**config.mk**
```make
export PLATFORM = sky130hd
export DESIGN_NAME = i2c_eeprom_transfer_sequencer_unit_flat
export DESIGN_NICKNAME = d
export VERILOG_FILES = /design/src/ees_pkg.sv /design/src/ees_if.sv /design/src/i2c_eeprom_transfer_sequencer_unit.sv /design/src/ees_front.sv /design/src/ees_back.sv /design/src/flat_wrapper.sv
export SDC_FILE = /design/constraint.sdc
export NUM_CORES = 1
export LEC_CHECK = 0
export BUFFER_PORTS_ARGS = -buffer_cell sky130_fd_sc_hd__clkbuf_2
export CORE_UTILIZATION = 59
export DETAILED_ROUTE_END_ITERATION = 6
export PLACE_DENSITY = 0.79
export SLEW_MARGIN = 20
export SYNTH_ARGS = -nofsm -noshare
export SYNTH_HDL_FRONTEND = slang
export SYNTH_SLANG_ARGS = --single-unit
```
**constraint.sdc**
```tcl
create_clock -name i_clk -period 7.2 [get_ports i_clk]
set_input_delay 0.36 -clock i_clk [delete_from_list [all_inputs] [get_ports i_clk]]
set_output_delay 0.36 -clock i_clk [all_outputs]
set_load 0.02 [all_outputs]
```
**src/ees_pkg.sv**
```systemverilog
// Shared types and constants for the I2C EEPROM transfer sequencer.
package ees_pkg;

    localparam int PAGE_BYTES = 16;
    localparam int PAGE_AW = (PAGE_BYTES > 1) ? $clog2(PAGE_BYTES) : 1;

    typedef enum logic [1:0] {
        FN_READ  = 2'd0,
        FN_WRITE = 2'd1,
        FN_STEP  = 2'd2,
        FN_NOP   = 2'd3
    } t_func;

    typedef enum logic [2:0] {
        CMD_NONE    = 3'd0,
        CMD_START   = 3'd1,
        CMD_SEND    = 3'd2,
        CMD_RX_ACK  = 3'd3,
        CMD_RX_NACK = 3'd4,
        CMD_STOP    = 3'd5
    } t_cmd;

    localparam logic [1:0] REG_SELECT_BASE = 2'd0;
    localparam logic [1:0] REG_WIDE_ADDR   = 2'd1;
    localparam logic [1:0] REG_MAX_ATTEMPT = 2'd2;

    localparam logic [7:0] ST_START       = 8'h08;
    localparam logic [7:0] ST_REP_START   = 8'h10;
    localparam logic [7:0] ST_SLA_W_ACK   = 8'h18;
    localparam logic [7:0] ST_SLA_W_NACK  = 8'h20;
    localparam logic [7:0] ST_DATA_W_ACK  = 8'h28;
    localparam logic [7:0] ST_DATA_W_NACK = 8'h30;
    localparam logic [7:0] ST_ARB_LOST    = 8'h38;
    localparam logic [7:0] ST_SLA_R_ACK   = 8'h40;
    localparam logic [7:0] ST_SLA_R_NACK  = 8'h48;
    localparam logic [7:0] ST_DATA_R_ACK  = 8'h50;
    localparam logic [7:0] ST_DATA_R_NACK = 8'h58;

    localparam logic [2:0] HI_ADDR_MASK = 3'h7;

    // Classified request passed from the front part to the back part.
    typedef struct packed {
        logic       is_req;
        logic       is_write;
        logic [15:0] address;
        logic [7:0] length;
        logic [7:0] bus_status;
        logic [7:0] rx_byte;
        logic [7:0] tx_byte;
    } t_job;

    typedef struct packed {
        logic [2:0] command;
        logic [7:0] tx_value;
        logic       rx_valid;
        logic [7:0] rx_data;
        logic       done_res;
        logic       failed;
        logic [7:0] byte_count;
        logic       last;
    } t_res;

endpackage

```
**src/ees_if.sv**
```systemverilog
// Valid/ready channel interfaces for requests, results and register writes.
interface ees_in_if;
    logic        valid;
    logic        ready;
    logic [1:0]  func;
    logic [15:0] address;
    logic [7:0]  length;
    logic [7:0]  bus_status;
    logic [7:0]  rx_byte;
    logic [7:0]  tx_byte;
    modport source (output valid, func, address, length, bus_status, rx_byte, tx_byte,
                    input ready);
    modport sink (input valid, func, address, length, bus_status, rx_byte, tx_byte,
                  output ready);
endinterface

interface ees_out_if;
    logic       valid;
    logic       ready;
    logic [2:0] command;
    logic [7:0] tx_value;
    logic       rx_valid;
    logic [7:0] rx_data;
    logic       done_res;
    logic       failed;
    logic [7:0] byte_count;
    logic       last;
    modport source (output valid, command, tx_value, rx_valid, rx_data, done_res, failed,
                    byte_count, last, input ready);
    modport sink (input valid, command, tx_value, rx_valid, rx_data, done_res, failed,
                  byte_count, last, output ready);
endinterface

interface ees_cfg_if;
    logic       valid;
    logic       ready;
    logic [1:0] index;
    logic [7:0] data;
    modport source (output valid, index, data, input ready);
    modport sink (input valid, index, data, output ready);
endinterface

```
**src/i2c_eeprom_transfer_sequencer_unit.sv**
```systemverilog
// A request or bus status passes through the intake queue and then the phase machine's
// output register before its first result appears.
// One item per cycle while the output is not back-pressured; a page-boundary step gives two
// results and stalls the phase machine while the second drains, which the queue absorbs.
// A two-entry queue decouples intake from the phase machine.
// Reset is synchronous and active low; queue and result data registers are not reset.
module i2c_eeprom_transfer_sequencer_unit import ees_pkg::*; (
    input  logic    i_clk,
    input  logic    i_rst_n,
    ees_in_if.sink  in_ch,
    ees_cfg_if.sink cfg_ch,
    ees_out_if.source out_ch
);
    logic [7:0] r_sel_base, r_max_att;
    logic       r_wide;
    logic       w_valid, w_ready;
    t_job       w_job;

    assign cfg_ch.ready = 1'b1;

    always_ff @(posedge i_clk) begin
        if (!i_rst_n) begin
            r_sel_base <= 8'd160;
            r_wide     <= 1'b0;
            r_max_att  <= 8'd200;
        end else if (cfg_ch.valid) begin
            unique case (cfg_ch.index)
                REG_SELECT_BASE: r_sel_base <= cfg_ch.data;
                REG_WIDE_ADDR:   r_wide <= cfg_ch.data[0];
                REG_MAX_ATTEMPT: r_max_att <= cfg_ch.data;
                default: ;
            endcase
        end
    end

    ees_front u_front (
        .i_clk(i_clk), .i_rst_n(i_rst_n), .in_ch(in_ch),
        .o_valid(w_valid), .o_job(w_job), .i_ready(w_ready)
    );

    ees_back u_back (
        .i_clk(i_clk), .i_rst_n(i_rst_n), .i_valid(w_valid), .i_job(w_job),
        .o_ready(w_ready), .i_sel_base(r_sel_base), .i_wide(r_wide),
        .i_max_att(r_max_att), .out_ch(out_ch)
    );
endmodule

```
**src/ees_front.sv**
```systemverilog
// Front part: accepts requests, drops no-op codes and queues jobs.
module ees_front import ees_pkg::*; (
    input  logic      i_clk,
    input  logic      i_rst_n,
    ees_in_if.sink    in_ch,
    output logic      o_valid,
    output t_job      o_job,
    input  logic      i_ready
);
    t_job       r_q [2];
    logic       r_wp, r_rp;
    logic [1:0] r_cnt;
    logic       w_acc, w_keep, w_pop;
    t_job       w_job;

    assign in_ch.ready = (r_cnt != 2'd2);
    assign w_acc  = in_ch.valid && in_ch.ready;
    assign w_keep = w_acc && (in_ch.func != FN_NOP);
    assign w_pop  = o_valid && i_ready;
    assign o_valid = (r_cnt != 2'd0);
    assign o_job   = r_q[r_rp];

    always_comb begin
        w_job.is_req     = (in_ch.func == FN_READ) || (in_ch.func == FN_WRITE);
        w_job.is_write   = (in_ch.func == FN_WRITE);
        w_job.address    = in_ch.address;
        w_job.length     = in_ch.length;
        w_job.bus_status = in_ch.bus_status;
        w_job.rx_byte    = in_ch.rx_byte;
        w_job.tx_byte    = in_ch.tx_byte;
    end

    always_ff @(posedge i_clk) begin
        if (!i_rst_n) begin
            r_wp <= 1'b0;
            r_rp <= 1'b0;
            r_cnt <= 2'd0;
        end else begin
            if (w_keep) begin
                r_q[r_wp] <= w_job;
                r_wp <= ~r_wp;
            end
            if (w_pop) r_rp <= ~r_rp;
            r_cnt <= r_cnt + {1'b0, w_keep} - {1'b0, w_pop};
        end
    end

`ifndef ASSERT_OFF
    a_no_overflow: assert property (@(posedge i_clk) disable iff (!i_rst_n)
        (r_cnt == 2'd2) |-> !w_keep) else $error("queue overflow");
    a_cnt_range: assert property (@(posedge i_clk) disable iff (!i_rst_n)
        r_cnt != 2'd3) else $error("queue count out of range");
    a_pop_nonempty: assert property (@(posedge i_clk) disable iff (!i_rst_n)
        w_pop |-> (r_cnt != 2'd0)) else $error("pop from empty queue");
`endif
endmodule

```
**src/ees_back.sv**
```systemverilog
// Back part: phase machine that turns jobs into bus commands and results.
module ees_back import ees_pkg::*; (
    input  logic       i_clk,
    input  logic       i_rst_n,
    input  logic       i_valid,
    input  t_job       i_job,
    output logic       o_ready,
    input  logic [7:0] i_sel_base,
    input  logic       i_wide,
    input  logic [7:0] i_max_att,
    ees_out_if.source  out_ch
);
    typedef enum logic [3:0] {
        PH_IDLE, PH_START, PH_SLA_W, PH_ADDR_HI, PH_ADDR_LO,
        PH_RSTART, PH_SLA_R, PH_RX, PH_TX
    } t_phase;

    t_phase      r_ph, n_ph;
    logic        r_wr, n_wr;
    logic [15:0] r_addr, n_addr;
    logic [7:0]  r_rem, n_rem, r_prem, n_prem, r_xfer, n_xfer, r_att, n_att;
    // Output slots: a primary and an optional second result.
    t_res        r_o0, n_o0, r_o1, n_o1;
    logic        r_v0, r_v1, n_v0, n_v1;
    logic        w_take, w_pop;
    logic        w_ign;
    t_res        w_r0, w_r1;
    logic        w_two;
    logic [7:0]  w_sel;
    logic [8:0]  w_room;
    logic [7:0]  w_plen;
    logic [7:0]  w_rem_d;
    logic [7:0]  w_st;

    // A result pair is taken only when the second slot is free and the first is free or draining now.
    assign w_pop   = out_ch.ready && r_v0;
    assign o_ready = !r_v1 && (!r_v0 || out_ch.ready);
    assign w_take  = i_valid && o_ready;
    assign w_st    = i_job.bus_status;

    function automatic t_res mk(input logic [2:0] c, input logic [7:0] tx,
                                input logic rv, input logic [7:0] rd,
                                input logic d, input logic f, input logic [7:0] bc);
        t_res r;
        r.command = c; r.tx_value = tx; r.rx_valid = rv; r.rx_data = rd;
        r.done_res = d; r.failed = f; r.byte_count = bc; r.last = 1'b0;
        return r;
    endfunction

    always_comb begin
        w_sel = i_sel_base;
        if (!i_wide) w_sel = i_sel_base | {4'd0, r_addr[10:8] & HI_ADDR_MASK, 1'b0};
    end

    always_comb begin
        logic [15:0] a;
        logic [7:0]  rem;
        a = i_job.is_req ? i_job.address : r_addr + 16'd1;
        rem = i_job.is_req ? i_job.length : r_rem - 8'd1;
        w_room = 9'(PAGE_BYTES) - {1'b0, 8'(a[PAGE_AW-1:0])};
        if (PAGE_BYTES == 1) w_room = 9'd1;
        w_plen = ({1'b0, rem} < w_room) ? rem : w_room[7:0];
        w_rem_d = r_rem - 8'd1;
    end

    always_comb begin
        n_ph = r_ph; n_wr = r_wr; n_addr = r_addr; n_rem = r_rem;
        n_prem = r_prem; n_xfer = r_xfer; n_att = r_att;
        w_ign = 1'b0; w_two = 1'b0;
        w_r0 = mk(CMD_NONE, 8'd0, 1'b0, 8'd0, 1'b0, 1'b0, r_xfer);
        w_r1 = w_r0;
        if (i_job.is_req) begin
            if (r_ph != PH_IDLE) w_ign = 1'b1;
            else begin
                n_wr = i_job.is_write; n_addr = i_job.address; n_rem = i_job.length;
                n_xfer = 8'd0;
                n_prem = i_job.is_write ? w_plen : 8'd0;
                if (i_max_att == 8'd0) begin
                    w_r0 = mk(CMD_NONE, 8'd0, 1'b0, 8'd0, 1'b1, 1'b1, 8'd0);
                    n_att = 8'd0;
                end else begin
                    n_att = 8'd1; n_ph = PH_START;
                    w_r0 = mk(CMD_START, 8'd0, 1'b0, 8'd0, 1'b0, 1'b0, 8'd0);
                end
            end
        end else begin
            unique case (r_ph)
                PH_IDLE: w_ign = 1'b1;
                PH_START: begin
                    if (w_st == ST_START || w_st == ST_REP_START) begin
                        n_ph = PH_SLA_W;
                        w_r0 = mk(CMD_SEND, w_sel, 1'b0, 8'd0, 1'b0, 1'b0, r_xfer);
                    end else if (w_st == ST_ARB_LOST) begin
                        w_r0 = mk(CMD_START, 8'd0, 1'b0, 8'd0, 1'b0, 1'b0, r_xfer);
                    end else begin
                        n_ph = PH_IDLE;
                        w_r0 = mk(CMD_NONE, 8'd0, 1'b0, 8'd0, 1'b1, 1'b1, r_xfer);
                    end
                end
                PH_SLA_W: begin
                    if (w_st == ST_SLA_W_ACK) begin
                        n_ph = i_wide ? PH_ADDR_HI : PH_ADDR_LO;
                        w_r0 = mk(CMD_SEND, i_wide ? r_addr[15:8] : r_addr[7:0], 1'b0,
                                  8'd0, 1'b0, 1'b0, r_xfer);
                    end else if (w_st == ST_SLA_W_NACK) begin
                        if (r_att >= i_max_att) begin
                            n_ph = PH_IDLE;
                            w_r0 = mk(CMD_NONE, 8'd0, 1'b0, 8'd0, 1'b1, 1'b1, r_xfer);
                        end else begin
                            n_att = r_att + 8'd1; n_ph = PH_START;
                            w_r0 = mk(CMD_START, 8'd0, 1'b0, 8'd0, 1'b0, 1'b0, r_xfer);
                        end
                    end else if (w_st == ST_ARB_LOST) begin
                        n_ph = PH_START;
                        w_r0 = mk(CMD_START, 8'd0, 1'b0, 8'd0, 1'b0, 1'b0, r_xfer);
                    end else begin
                        n_ph = PH_IDLE;
                        w_r0 = mk(CMD_STOP, 8'd0, 1'b0, 8'd0, 1'b1, 1'b1, r_xfer);
                    end
                end
                PH_ADDR_HI, PH_ADDR_LO: begin
                    if (w_st == ST_DATA_W_ACK) begin
                        if (r_ph == PH_ADDR_HI) begin
                            n_ph = PH_ADDR_LO;
                            w_r0 = mk(CMD_SEND, r_addr[7:0], 1'b0, 8'd0, 1'b0, 1'b0, r_xfer);
                        end else if (!r_wr) begin
                            n_ph = PH_RSTART;
                            w_r0 = mk(CMD_START, 8'd0, 1'b0, 8'd0, 1'b0, 1'b0, r_xfer);
                        end else if (r_prem == 8'd0) begin
                            n_ph = PH_IDLE;
                            w_r0 = mk(CMD_STOP, 8'd0, 1'b0, 8'd0, 1'b1, 1'b0, r_xfer);
                        end else begin
                            n_ph = PH_TX;
                            w_r0 = mk(CMD_SEND, i_job.tx_byte, 1'b0, 8'd0, 1'b0, 1'b0,
                                      r_xfer);
                        end
                    end else if (w_st == ST_DATA_W_NACK) begin
                        n_ph = PH_IDLE;
                        w_r0 = mk(CMD_STOP, 8'd0, 1'b0, 8'd0, 1'b1, r_wr, r_xfer);
                    end else if (w_st == ST_ARB_LOST) begin
                        n_ph = PH_START;
                        w_r0 = mk(CMD_START, 8'd0, 1'b0, 8'd0, 1'b0, 1'b0, r_xfer);
                    end else begin
                        n_ph = PH_IDLE;
                        w_r0 = mk(CMD_STOP, 8'd0, 1'b0, 8'd0, 1'b1, 1'b1, r_xfer);
                    end
                end
                PH_RSTART: begin
                    if (w_st == ST_START || w_st == ST_REP_START) begin
                        n_ph = PH_SLA_R;
                        w_r0 = mk(CMD_SEND, w_sel | 8'd1, 1'b0, 8'd0, 1'b0, 1'b0, r_xfer);
                    end else if (w_st == ST_ARB_LOST) begin
                        n_ph = PH_START;
                        w_r0 = mk(CMD_START, 8'd0, 1'b0, 8'd0, 1'b0, 1'b0, r_xfer);
                    end else begin
                        n_ph = PH_IDLE;
                        w_r0 = mk(CMD_STOP, 8'd0, 1'b0, 8'd0, 1'b1, 1'b1, r_xfer);
                    end
                end
                PH_SLA_R: begin
                    if (w_st == ST_SLA_R_ACK) begin
                        if (r_rem == 8'd0) begin
                            n_ph = PH_IDLE;
                            w_r0 = mk(CMD_STOP, 8'd0, 1'b0, 8'd0, 1'b1, 1'b0, r_xfer);
                        end else begin
                            n_ph = PH_RX;
                            w_r0 = mk((r_rem > 8'd1) ? CMD_RX_ACK : CMD_RX_NACK, 8'd0, 1'b0,
                                      8'd0, 1'b0, 1'b0, r_xfer);
                        end
                    end else if (w_st == ST_SLA_R_NACK) begin
                        n_ph = PH_IDLE;
                        w_r0 = mk(CMD_STOP, 8'd0, 1'b0, 8'd0, 1'b1, 1'b0, r_xfer);
                    end else if (w_st == ST_ARB_LOST) begin
                        n_ph = PH_START;
                        w_r0 = mk(CMD_START, 8'd0, 1'b0, 8'd0, 1'b0, 1'b0, r_xfer);
                    end else begin
                        n_ph = PH_IDLE;
                        w_r0 = mk(CMD_STOP, 8'd0, 1'b0, 8'd0, 1'b1, 1'b1, r_xfer);
                    end
                end
                PH_RX: begin
                    if (w_st == ST_DATA_R_ACK || w_st == ST_DATA_R_NACK) begin
                        n_xfer = r_xfer + 8'd1; n_rem = w_rem_d;
                        if (w_st == ST_DATA_R_NACK || w_rem_d == 8'd0) begin
                            n_ph = PH_IDLE;
                            w_r0 = mk(CMD_STOP, 8'd0, 1'b1, i_job.rx_byte, 1'b1, 1'b0,
                                      n_xfer);
                        end else begin
                            w_r0 = mk((w_rem_d > 8'd1) ? CMD_RX_ACK : CMD_RX_NACK, 8'd0,
                                      1'b1, i_job.rx_byte, 1'b0, 1'b0, n_xfer);
                        end
                    end else begin
                        n_ph = PH_IDLE;
                        w_r0 = mk(CMD_STOP, 8'd0, 1'b0, 8'd0, 1'b1, 1'b1, r_xfer);
                    end
                end
                PH_TX: begin
                    if (w_st != ST_DATA_W_ACK) begin
                        n_ph = PH_IDLE;
                        w_r0 = mk(CMD_STOP, 8'd0, 1'b0, 8'd0, 1'b1, 1'b1, r_xfer);
                    end else begin
                        n_xfer = r_xfer + 8'd1; n_rem = w_rem_d;
                        n_prem = r_prem - 8'd1; n_addr = r_addr + 16'd1;
                        if (n_prem != 8'd0) begin
                            w_r0 = mk(CMD_SEND, i_job.tx_byte, 1'b0, 8'd0, 1'b0, 1'b0,
                                      n_xfer);
                        end else if (w_rem_d == 8'd0) begin
                            n_ph = PH_IDLE;
                            w_r0 = mk(CMD_STOP, 8'd0, 1'b0, 8'd0, 1'b1, 1'b0, n_xfer);
                        end else begin
                            // Page boundary: stop this page, then start the next one.
                            w_two = 1'b1;
                            w_r0 = mk(CMD_STOP, 8'd0, 1'b0, 8'd0, 1'b0, 1'b0, n_xfer);
                            n_prem = w_plen;
                            if (i_max_att == 8'd0) begin
                                n_att = 8'd0; n_ph = PH_IDLE;
                                w_r1 = mk(CMD_NONE, 8'd0, 1'b0, 8'd0, 1'b1, 1'b1, n_xfer);
                            end else begin
                                n_att = 8'd1; n_ph = PH_START;
                                w_r1 = mk(CMD_START, 8'd0, 1'b0, 8'd0, 1'b0, 1'b0, n_xfer);
                            end
                        end
                    end
                end
                default: n_ph = PH_IDLE;
            endcase
        end
        if (w_two) w_r1.last = 1'b1;
        else w_r0.last = 1'b1;
    end

    always_comb begin
        n_o0 = r_o0; n_o1 = r_o1; n_v0 = r_v0; n_v1 = r_v1;
        if (w_pop) begin
            n_o0 = r_o1; n_v0 = r_v1; n_v1 = 1'b0;
        end
        if (w_take && !w_ign) begin
            n_o0 = w_r0; n_v0 = 1'b1;
            n_o1 = w_r1; n_v1 = w_two;
        end
    end

    always_ff @(posedge i_clk) begin
        if (!i_rst_n) begin
            r_ph <= PH_IDLE; r_wr <= 1'b0; r_addr <= 16'd0; r_rem <= 8'd0;
            r_prem <= 8'd0; r_xfer <= 8'd0; r_att <= 8'd0;
            r_v0 <= 1'b0; r_v1 <= 1'b0;
        end else begin
            if (w_take && !w_ign) begin
                r_ph <= n_ph; r_wr <= n_wr; r_addr <= n_addr; r_rem <= n_rem;
                r_prem <= n_prem; r_xfer <= n_xfer; r_att <= n_att;
            end
            r_v0 <= n_v0; r_v1 <= n_v1;
        end
        r_o0 <= n_o0; r_o1 <= n_o1;
    end

    assign out_ch.valid      = r_v0;
    assign out_ch.command    = r_o0.command;
    assign out_ch.tx_value   = r_o0.tx_value;
    assign out_ch.rx_valid   = r_o0.rx_valid;
    assign out_ch.rx_data    = r_o0.rx_data;
    assign out_ch.done_res   = r_o0.done_res;
    assign out_ch.failed     = r_o0.failed;
    assign out_ch.byte_count = r_o0.byte_count;
    assign out_ch.last       = r_o0.last;

`ifndef ASSERT_OFF
    a_slot_order: assert property (@(posedge i_clk) disable iff (!i_rst_n)
        r_v1 |-> r_v0) else $error("second slot valid without first");
    a_second_last: assert property (@(posedge i_clk) disable iff (!i_rst_n)
        r_v1 |-> (r_o1.last && !r_o0.last)) else $error("pair last marking wrong");
    a_done_idle: assert property (@(posedge i_clk) disable iff (!i_rst_n)
        (w_take && !w_ign && (w_two ? w_r1.done_res : w_r0.done_res)) |=> (r_ph == PH_IDLE))
        else $error("done without returning to idle");
`endif
endmodule
```
**src/flat_wrapper.sv**
```systemverilog
// flat-port wrapper written by rule: the top's interface ports become plain ports
module i2c_eeprom_transfer_sequencer_unit_flat import ees_pkg::*;
  (i_clk, i_rst_n, in_ch_valid, in_ch_func, in_ch_address, in_ch_length, in_ch_bus_status, in_ch_rx_byte, in_ch_tx_byte, in_ch_ready, cfg_ch_valid, cfg_ch_index, cfg_ch_data, cfg_ch_ready, out_ch_valid, out_ch_command, out_ch_tx_value, out_ch_rx_valid, out_ch_rx_data, out_ch_done_res, out_ch_failed, out_ch_byte_count, out_ch_last, out_ch_ready);
  ees_in_if in_ch_i ();
  ees_cfg_if cfg_ch_i ();
  ees_out_if out_ch_i ();
  input  logic i_clk;
  input  logic i_rst_n;
  input wire logic [$bits(in_ch_i.valid)-1:0] in_ch_valid;
  input wire logic [$bits(in_ch_i.func)-1:0] in_ch_func;
  input wire logic [$bits(in_ch_i.address)-1:0] in_ch_address;
  input wire logic [$bits(in_ch_i.length)-1:0] in_ch_length;
  input wire logic [$bits(in_ch_i.bus_status)-1:0] in_ch_bus_status;
  input wire logic [$bits(in_ch_i.rx_byte)-1:0] in_ch_rx_byte;
  input wire logic [$bits(in_ch_i.tx_byte)-1:0] in_ch_tx_byte;
  output wire logic [$bits(in_ch_i.ready)-1:0] in_ch_ready;
  input wire logic [$bits(cfg_ch_i.valid)-1:0] cfg_ch_valid;
  input wire logic [$bits(cfg_ch_i.index)-1:0] cfg_ch_index;
  input wire logic [$bits(cfg_ch_i.data)-1:0] cfg_ch_data;
  output wire logic [$bits(cfg_ch_i.ready)-1:0] cfg_ch_ready;
  output wire logic [$bits(out_ch_i.valid)-1:0] out_ch_valid;
  output wire logic [$bits(out_ch_i.command)-1:0] out_ch_command;
  output wire logic [$bits(out_ch_i.tx_value)-1:0] out_ch_tx_value;
  output wire logic [$bits(out_ch_i.rx_valid)-1:0] out_ch_rx_valid;
  output wire logic [$bits(out_ch_i.rx_data)-1:0] out_ch_rx_data;
  output wire logic [$bits(out_ch_i.done_res)-1:0] out_ch_done_res;
  output wire logic [$bits(out_ch_i.failed)-1:0] out_ch_failed;
  output wire logic [$bits(out_ch_i.byte_count)-1:0] out_ch_byte_count;
  output wire logic [$bits(out_ch_i.last)-1:0] out_ch_last;
  input wire logic [$bits(out_ch_i.ready)-1:0] out_ch_ready;
  assign in_ch_i.valid = in_ch_valid;
  assign in_ch_i.func = in_ch_func;
  assign in_ch_i.address = in_ch_address;
  assign in_ch_i.length = in_ch_length;
  assign in_ch_i.bus_status = in_ch_bus_status;
  assign in_ch_i.rx_byte = in_ch_rx_byte;
  assign in_ch_i.tx_byte = in_ch_tx_byte;
  assign in_ch_ready = in_ch_i.ready;
  assign cfg_ch_i.valid = cfg_ch_valid;
  assign cfg_ch_i.index = cfg_ch_index;
  assign cfg_ch_i.data = cfg_ch_data;
  assign cfg_ch_ready = cfg_ch_i.ready;
  assign out_ch_valid = out_ch_i.valid;
  assign out_ch_command = out_ch_i.command;
  assign out_ch_tx_value = out_ch_i.tx_value;
  assign out_ch_rx_valid = out_ch_i.rx_valid;
  assign out_ch_rx_data = out_ch_i.rx_data;
  assign out_ch_done_res = out_ch_i.done_res;
  assign out_ch_failed = out_ch_i.failed;
  assign out_ch_byte_count = out_ch_i.byte_count;
  assign out_ch_last = out_ch_i.last;
  assign out_ch_i.ready = out_ch_ready;
  i2c_eeprom_transfer_sequencer_unit u_core (.i_clk(i_clk), .i_rst_n(i_rst_n), .in_ch(in_ch_i), .cfg_ch(cfg_ch_i), .out_ch(out_ch_i));
endmodule
```
; ---- Word-level counts from Yosys, hierarchy flattened
; Memory sizes are Yosys's and may differ from the RTL's. A register that Yosys moved wholly into a read port is not among the register bits.
; Cells that the tools add are included.
[word_totals]
register_bits = 136
mem_bits_rw = 100
input_bits = 65
output_inout_bits = 34
wordCells = 240
n_memories = 1
[op_classes]
addsub = 8
n_lt_le_gt_ge = 4
eq_ne = 39
n_mux = 114
bitwise = 5
reduce_logical = 38
[memory_table]
columns = name, words, word_bits, rd, rd_clocked_by_memory_dff, write_ports, line_no
row1 = u_core.u_front.r_q, 2, 50, 1, 1, 1, ees_front.sv:10  ; t_job r_q [2];
[op_table]
columns = cell, count
row1 = $mux 31, 19
row2 = $pmux 31 s7, 1
row3 = $mux 8, 27
row4 = $mux 29, 5
row5 = $mux 4, 20
row6 = $mux 16, 4
row7 = $pmux 8 s2, 3
row8 = $mux 9, 5
row9 = $eq 8x6->1 const B, 4
row10 = $eq 8x7->1 const B, 4
row11 = $logic_not 8->1, 4
row12 = $pmux 4 s8, 1
row13 = $mux 30, 1
row14 = $mux 1, 23
row15 = $ne 3x3->1 const B, 7
row16 = $add 16x1->16 const B, 1
row17 = $add 8x1->8 const B, 2
row18 = $eq 4x3->1 const B, 4
row19 = $eq 8x5->1 const B, 2
row20 = $gt 8x1->1 const B, 2
row21 = $sub 8x1->8 const B, 2
row22 = $mux 3, 4
row23 = $ne 2x2->1 const B, 6
row24 = $ne 4x4->1 const B, 3
row25 = other kinds (32), 54

; ---- Longest topological paths before layout
[logic_depth]
word_depth = 10
depth_mapped = 17
mapped_depth_nobuf = 16

; ---- By module
; Synthesis repeated with hierarchy kept, for this count alone.
[unflattened]
hier_cells = 1058
hier_area_um2 = 11424.7
[by_module_without_submodules]
columns = mod, n_inst, cells_each, area_each_um2, seq_area_each_um2
row1 = ees_back, 1, 803, 6601.3, 2362.3
row2 = ees_front, 1, 184, 4121.5, 3103.0
row3 = i2c_eeprom_transfer_sequencer_unit, 1, 71, 701.9, 340.3

; ---- Worst setup path before layout
; OpenSTA, ideal clock, no wires.
[synth_path]
kind = input to register
start = input i_rst_n
end = memory u_core.u_front.r_q[0][0] (netlist bit) (enable)
setup_ns = 0.519
t_arrival_ns = 4.448
t_required_ns = 6.681
path_slack_ns = 2.233
cell_stages = 4
n_path_buf = 2
cell_sequence = clkbuf_1 clkinv_1 clkbuf_1 nor3_1
[synth_between]
elab_chain_cells = 2
[synth_lines]
columns = item, line_no
row1 = from (decl), flat_wrapper.sv:8  ; input logic i_rst_n;
row2 = $mux 1, ees_front.sv:34  ; if (!i_rst_n) begin
row3 = $mux 1 (not written as such), ees_front.sv:40  ; r_q[r_wp] <= w_job;
row4 = to (decl), ees_front.sv:10
; No other way between the ends.

==> metrics.cfg <==
[hold_path]
min_path_type=in2reg

[power_and_ir_drop]
ir_drop_mv=0.221
total_leakage_power_nw=4.58
power.density_nw_per_um2=329

[global_route]
antenna_found_initial=0
overflow=0
grt_pass1_wl_mm=43.0
grt_usage_pct=27.8
grt_max_degree=54
grt_pass1_vias=8361

[route]
drc=1
num_vias=9008
avgRoutedWirePerCell_um=19.2
routed_wl_mm=26.9
ant_nets=0
first_iter_violations=942
dr.pass1.iters=7
vias_per_cell=6.44

[cts]
cts_tree=yes
post_cts_buffers=0
clkTransAtPathRegs_ps=60
cts.sinks=219
clk_latency_ps=530
cts_resized=0
cts_made_buffers=23
clk_path_buf_depth=3
ctsHtreeMaxLevel=1
postCtsHoldBufs=0
cts_root_buffer=clkbuf_16

[worst_setup_path]
critPathMaxStageDelay_ps=630
startpoint_type=register
end_kind=register
critical_path_class=reg2reg
arrival_ps=4680
cp_common_cell=inv_1
cp_slowest_cell=buf_4
cp_max_fo=51
path_buf_inv=4
crit_required_ps=7590
cp_top_family=multiplexers
cp_cell_sequence=buf_4 > mux2_2 > mux2_2 > inv_1 > ha_1 > inv_1 > or2_2 > nor2_1 > inv_1 > ha_1 > a21oi_1 > o21ai_0 > a21oi_1 > nand4_1 > mux2i_1 > o22ai_1

[logic_synthesis]
syn-cell-area_sq_um=11200
ys_async_sr_fraction_pct=0
yosysUniqueCellTypes=77
synth_warnings=0
syn-instance-count=1080
synth-edff-count=142
ys_seq_area_share_pct=52.0
synth_ff_type=edfxtp_1
synth.avg_cell_area_sq_um=10.3
ys_ff_latch=219
syn_nets=1172

[finish]
syn2layout_area_growth_pct=12.3
layout-drive-gt1-share_pct=16.1
diodes=0
layout.nets=1244

[floorplanning]
die_area_sq_um=19500
die_h_um=140
start_util_pct=61.1
io_pins=99
rows=49
coreArea_sq_um=18300
die_w_um=140

[run]
cap_violations=0

[run_status]
violations=DRC
outcome=complete, but fails checks

[timing]
setup_violations=0
rsz0062_at_grt=no
relSlewSlack_pct=25.3
skew_ps=8.18
finalCritPeriodShare_pct=59.6
fin_setup_tns_ps=0
finalHoldViolCount=0
timing.fmax_mhz=233
post-route-min-period_ps=4290
slew_violations=0
tightestPinTransition_ps=1110
fin_hold_ws_ps=20.6

[placed_design]
portBuffers=97
dpl.hpwl_mm=18.3
gp_congestion=0.988

## power breakdown
group          switching, mW  internal, mW
Sequential             0.124          1.55
Combinational          0.866         0.466
Clock                  0.487         0.629
Total                   1.48          2.65
## flip-flops by register name, summed over array words and instances, names as in the netlist, 2 cells and up, named ones only
name / cells
u_core.u_front.r_q: 100
u_core.r_sel_base: 8
u_core.u_back.out_ch.command: 3
u_core.u_back.out_ch.byte_count: 8
u_core.u_back.out_ch.rx_data: 8
u_core.r_max_att: 8
u_core.u_back.r_addr: 16
u_core.u_back.r_prem: 8
u_core.u_back.r_ph: 4
u_core.u_back.out_ch.tx_value: 8
u_core.u_back.r_o1: 11
u_core.u_back.r_att: 8
u_core.u_back.r_xfer: 8
u_core.u_back.r_rem: 8
u_core.u_front.r_cnt: 2
## per-stage QoR
step	total power [mW]	instance area (sq um)	util [%]	cells	worst slack, ps
4_1_cts	4.12	12500	68.5	1398	2960
6_report	4.13	12500	68.6	1398	2910
3_3_place_gp	2.99	11800	64.7	1356	3110
3_5_place_dp	3.01	11800	64.7	1356	2970
2_1_floorplan	2.62	11200	-	1080	2230
5_1_grt	4.31	12500	68.6	1398	2640
## worst paths after layout
path	startpoint	end	slack, ps	cells after the start
setup / recovery	register	u_core.u_back.r_prem[4]$_SDFFE_PN0P_	2910	16
hold reg to reg	u_core.u_back.r_v1$_SDFFE_PN0P_	u_core.u_back.r_v1$_SDFFE_PN0P_	490	2
hold / removal	in_ch_address[6]	u_core.u_front.r_q[0][38]$_DFFE_PP_	20	1
setup reg to reg	register	u_core.u_back.r_prem[4]$_SDFFE_PN0P_	2910	16
## cell families (layout without fill, tap and decap cells)
kind of cell | count (synthesis) | in the layout | share of synthesized area [%]
multiplexers | 64 | 64 | 5.94
AO/OA/AOI/OAI | 281 | 281 | 17.3
other | 1 | 1 | 0.0336
flip-flops | 219 | 219 | 52.0
adder cells (fa/ha/maj) | 27 | 27 | 3.03
buffers and inverters | 104 | 193 | 3.56
XOR/XNOR | 18 | 18 | 1.41
AND/OR/NAND/NOR | 366 | 366 | 16.7
## cells in the mapped netlist, drive strengths merged, types with 6 or more instances
library cell | count | area (sq um)
a211oi | 12 | 90.1
a21o | 6 | 45.0
a21oi | 75 | 375
a222oi | 11 | 110
a22oi | 8 | 60.1
a311oi | 6 | 52.6
a31oi | 9 | 56.3
and2 | 8 | 50.1
and3 | 15 | 93.8
buf | 20 | 82.6
clkbuf | 44 | 165
dfxtp | 77 | 1540
edfxtp | 142 | 4260
ha | 27 | 338
inv | 38 | 143
mux2 | 18 | 203
mux2i | 46 | 460
nand2 | 86 | 323
nand2b | 10 | 62.6
nand3 | 32 | 160
nand4 | 23 | 144
nor2 | 83 | 312
nor2b | 9 | 56.3
nor3 | 32 | 160
nor4 | 16 | 100
o211ai | 12 | 90.1
o21a | 14 | 105
o21ai | 53 | 265
o311ai | 7 | 61.3
o31ai | 9 | 67.6
or2 | 6 | 37.5
or3 | 10 | 62.6
or4 | 9 | 67.6
xnor2 | 13 | 114
## worst reg2reg max path, stage by stage (launching register included)
cell and delay [ps]:
dfxtp_2 580, buf_4 640, mux2_2 490, mux2_2 310, inv_1 70, ha_1 130, inv_1 40, or2_2 290
nor2_1 150, inv_1 70, ha_1 300, a21oi_1 140, o21ai_0 100, a21oi_1 130, nand4_1 330, mux2i_1 290
o22ai_1 90
## layout make-up
type                    instances  area (sq um)
clock inverters                 7          52.6
well taps                     229           287
fillers                      1381          5730
flip-flops and latches        219          5810
repair buffers                111           591
clock buffers                  35           651
inverters                      40           150
multi-input cells             757          5000
## per-layer routing
layer	global-route usage [%]	up-vias	share of wire, %
met3	5.20	66	8.1
met5	0	-	0
met1	37.1	4243	42
li1	-	4283	-
met4	9.95	0	3.1
met2	45.7	416	47
## cell usage in the layout, fill, tap and decap left out, types with 10 or more instances in the layout
master and count:
o21a_1 14, ha_1 27, dfxtp_1 76, nand4_1 23, mux2i_1 45, o21ai_0 52, clkbuf_2 97, a211oi_1 12
a222oi_1 11, and3_1 14, nor2_1 83, edfxtp_1 142, or3_1 10, inv_1 38, nand2b_1 10, nand3_1 32
nand2_1 86, o211ai_1 12, clkbuf_16 23, buf_4 14, mux2_2 18, nor4_1 15, nor3_1 30, xnor2_1 13
a21oi_1 75
Note: power is estimated with default switching activity, not from simulation.
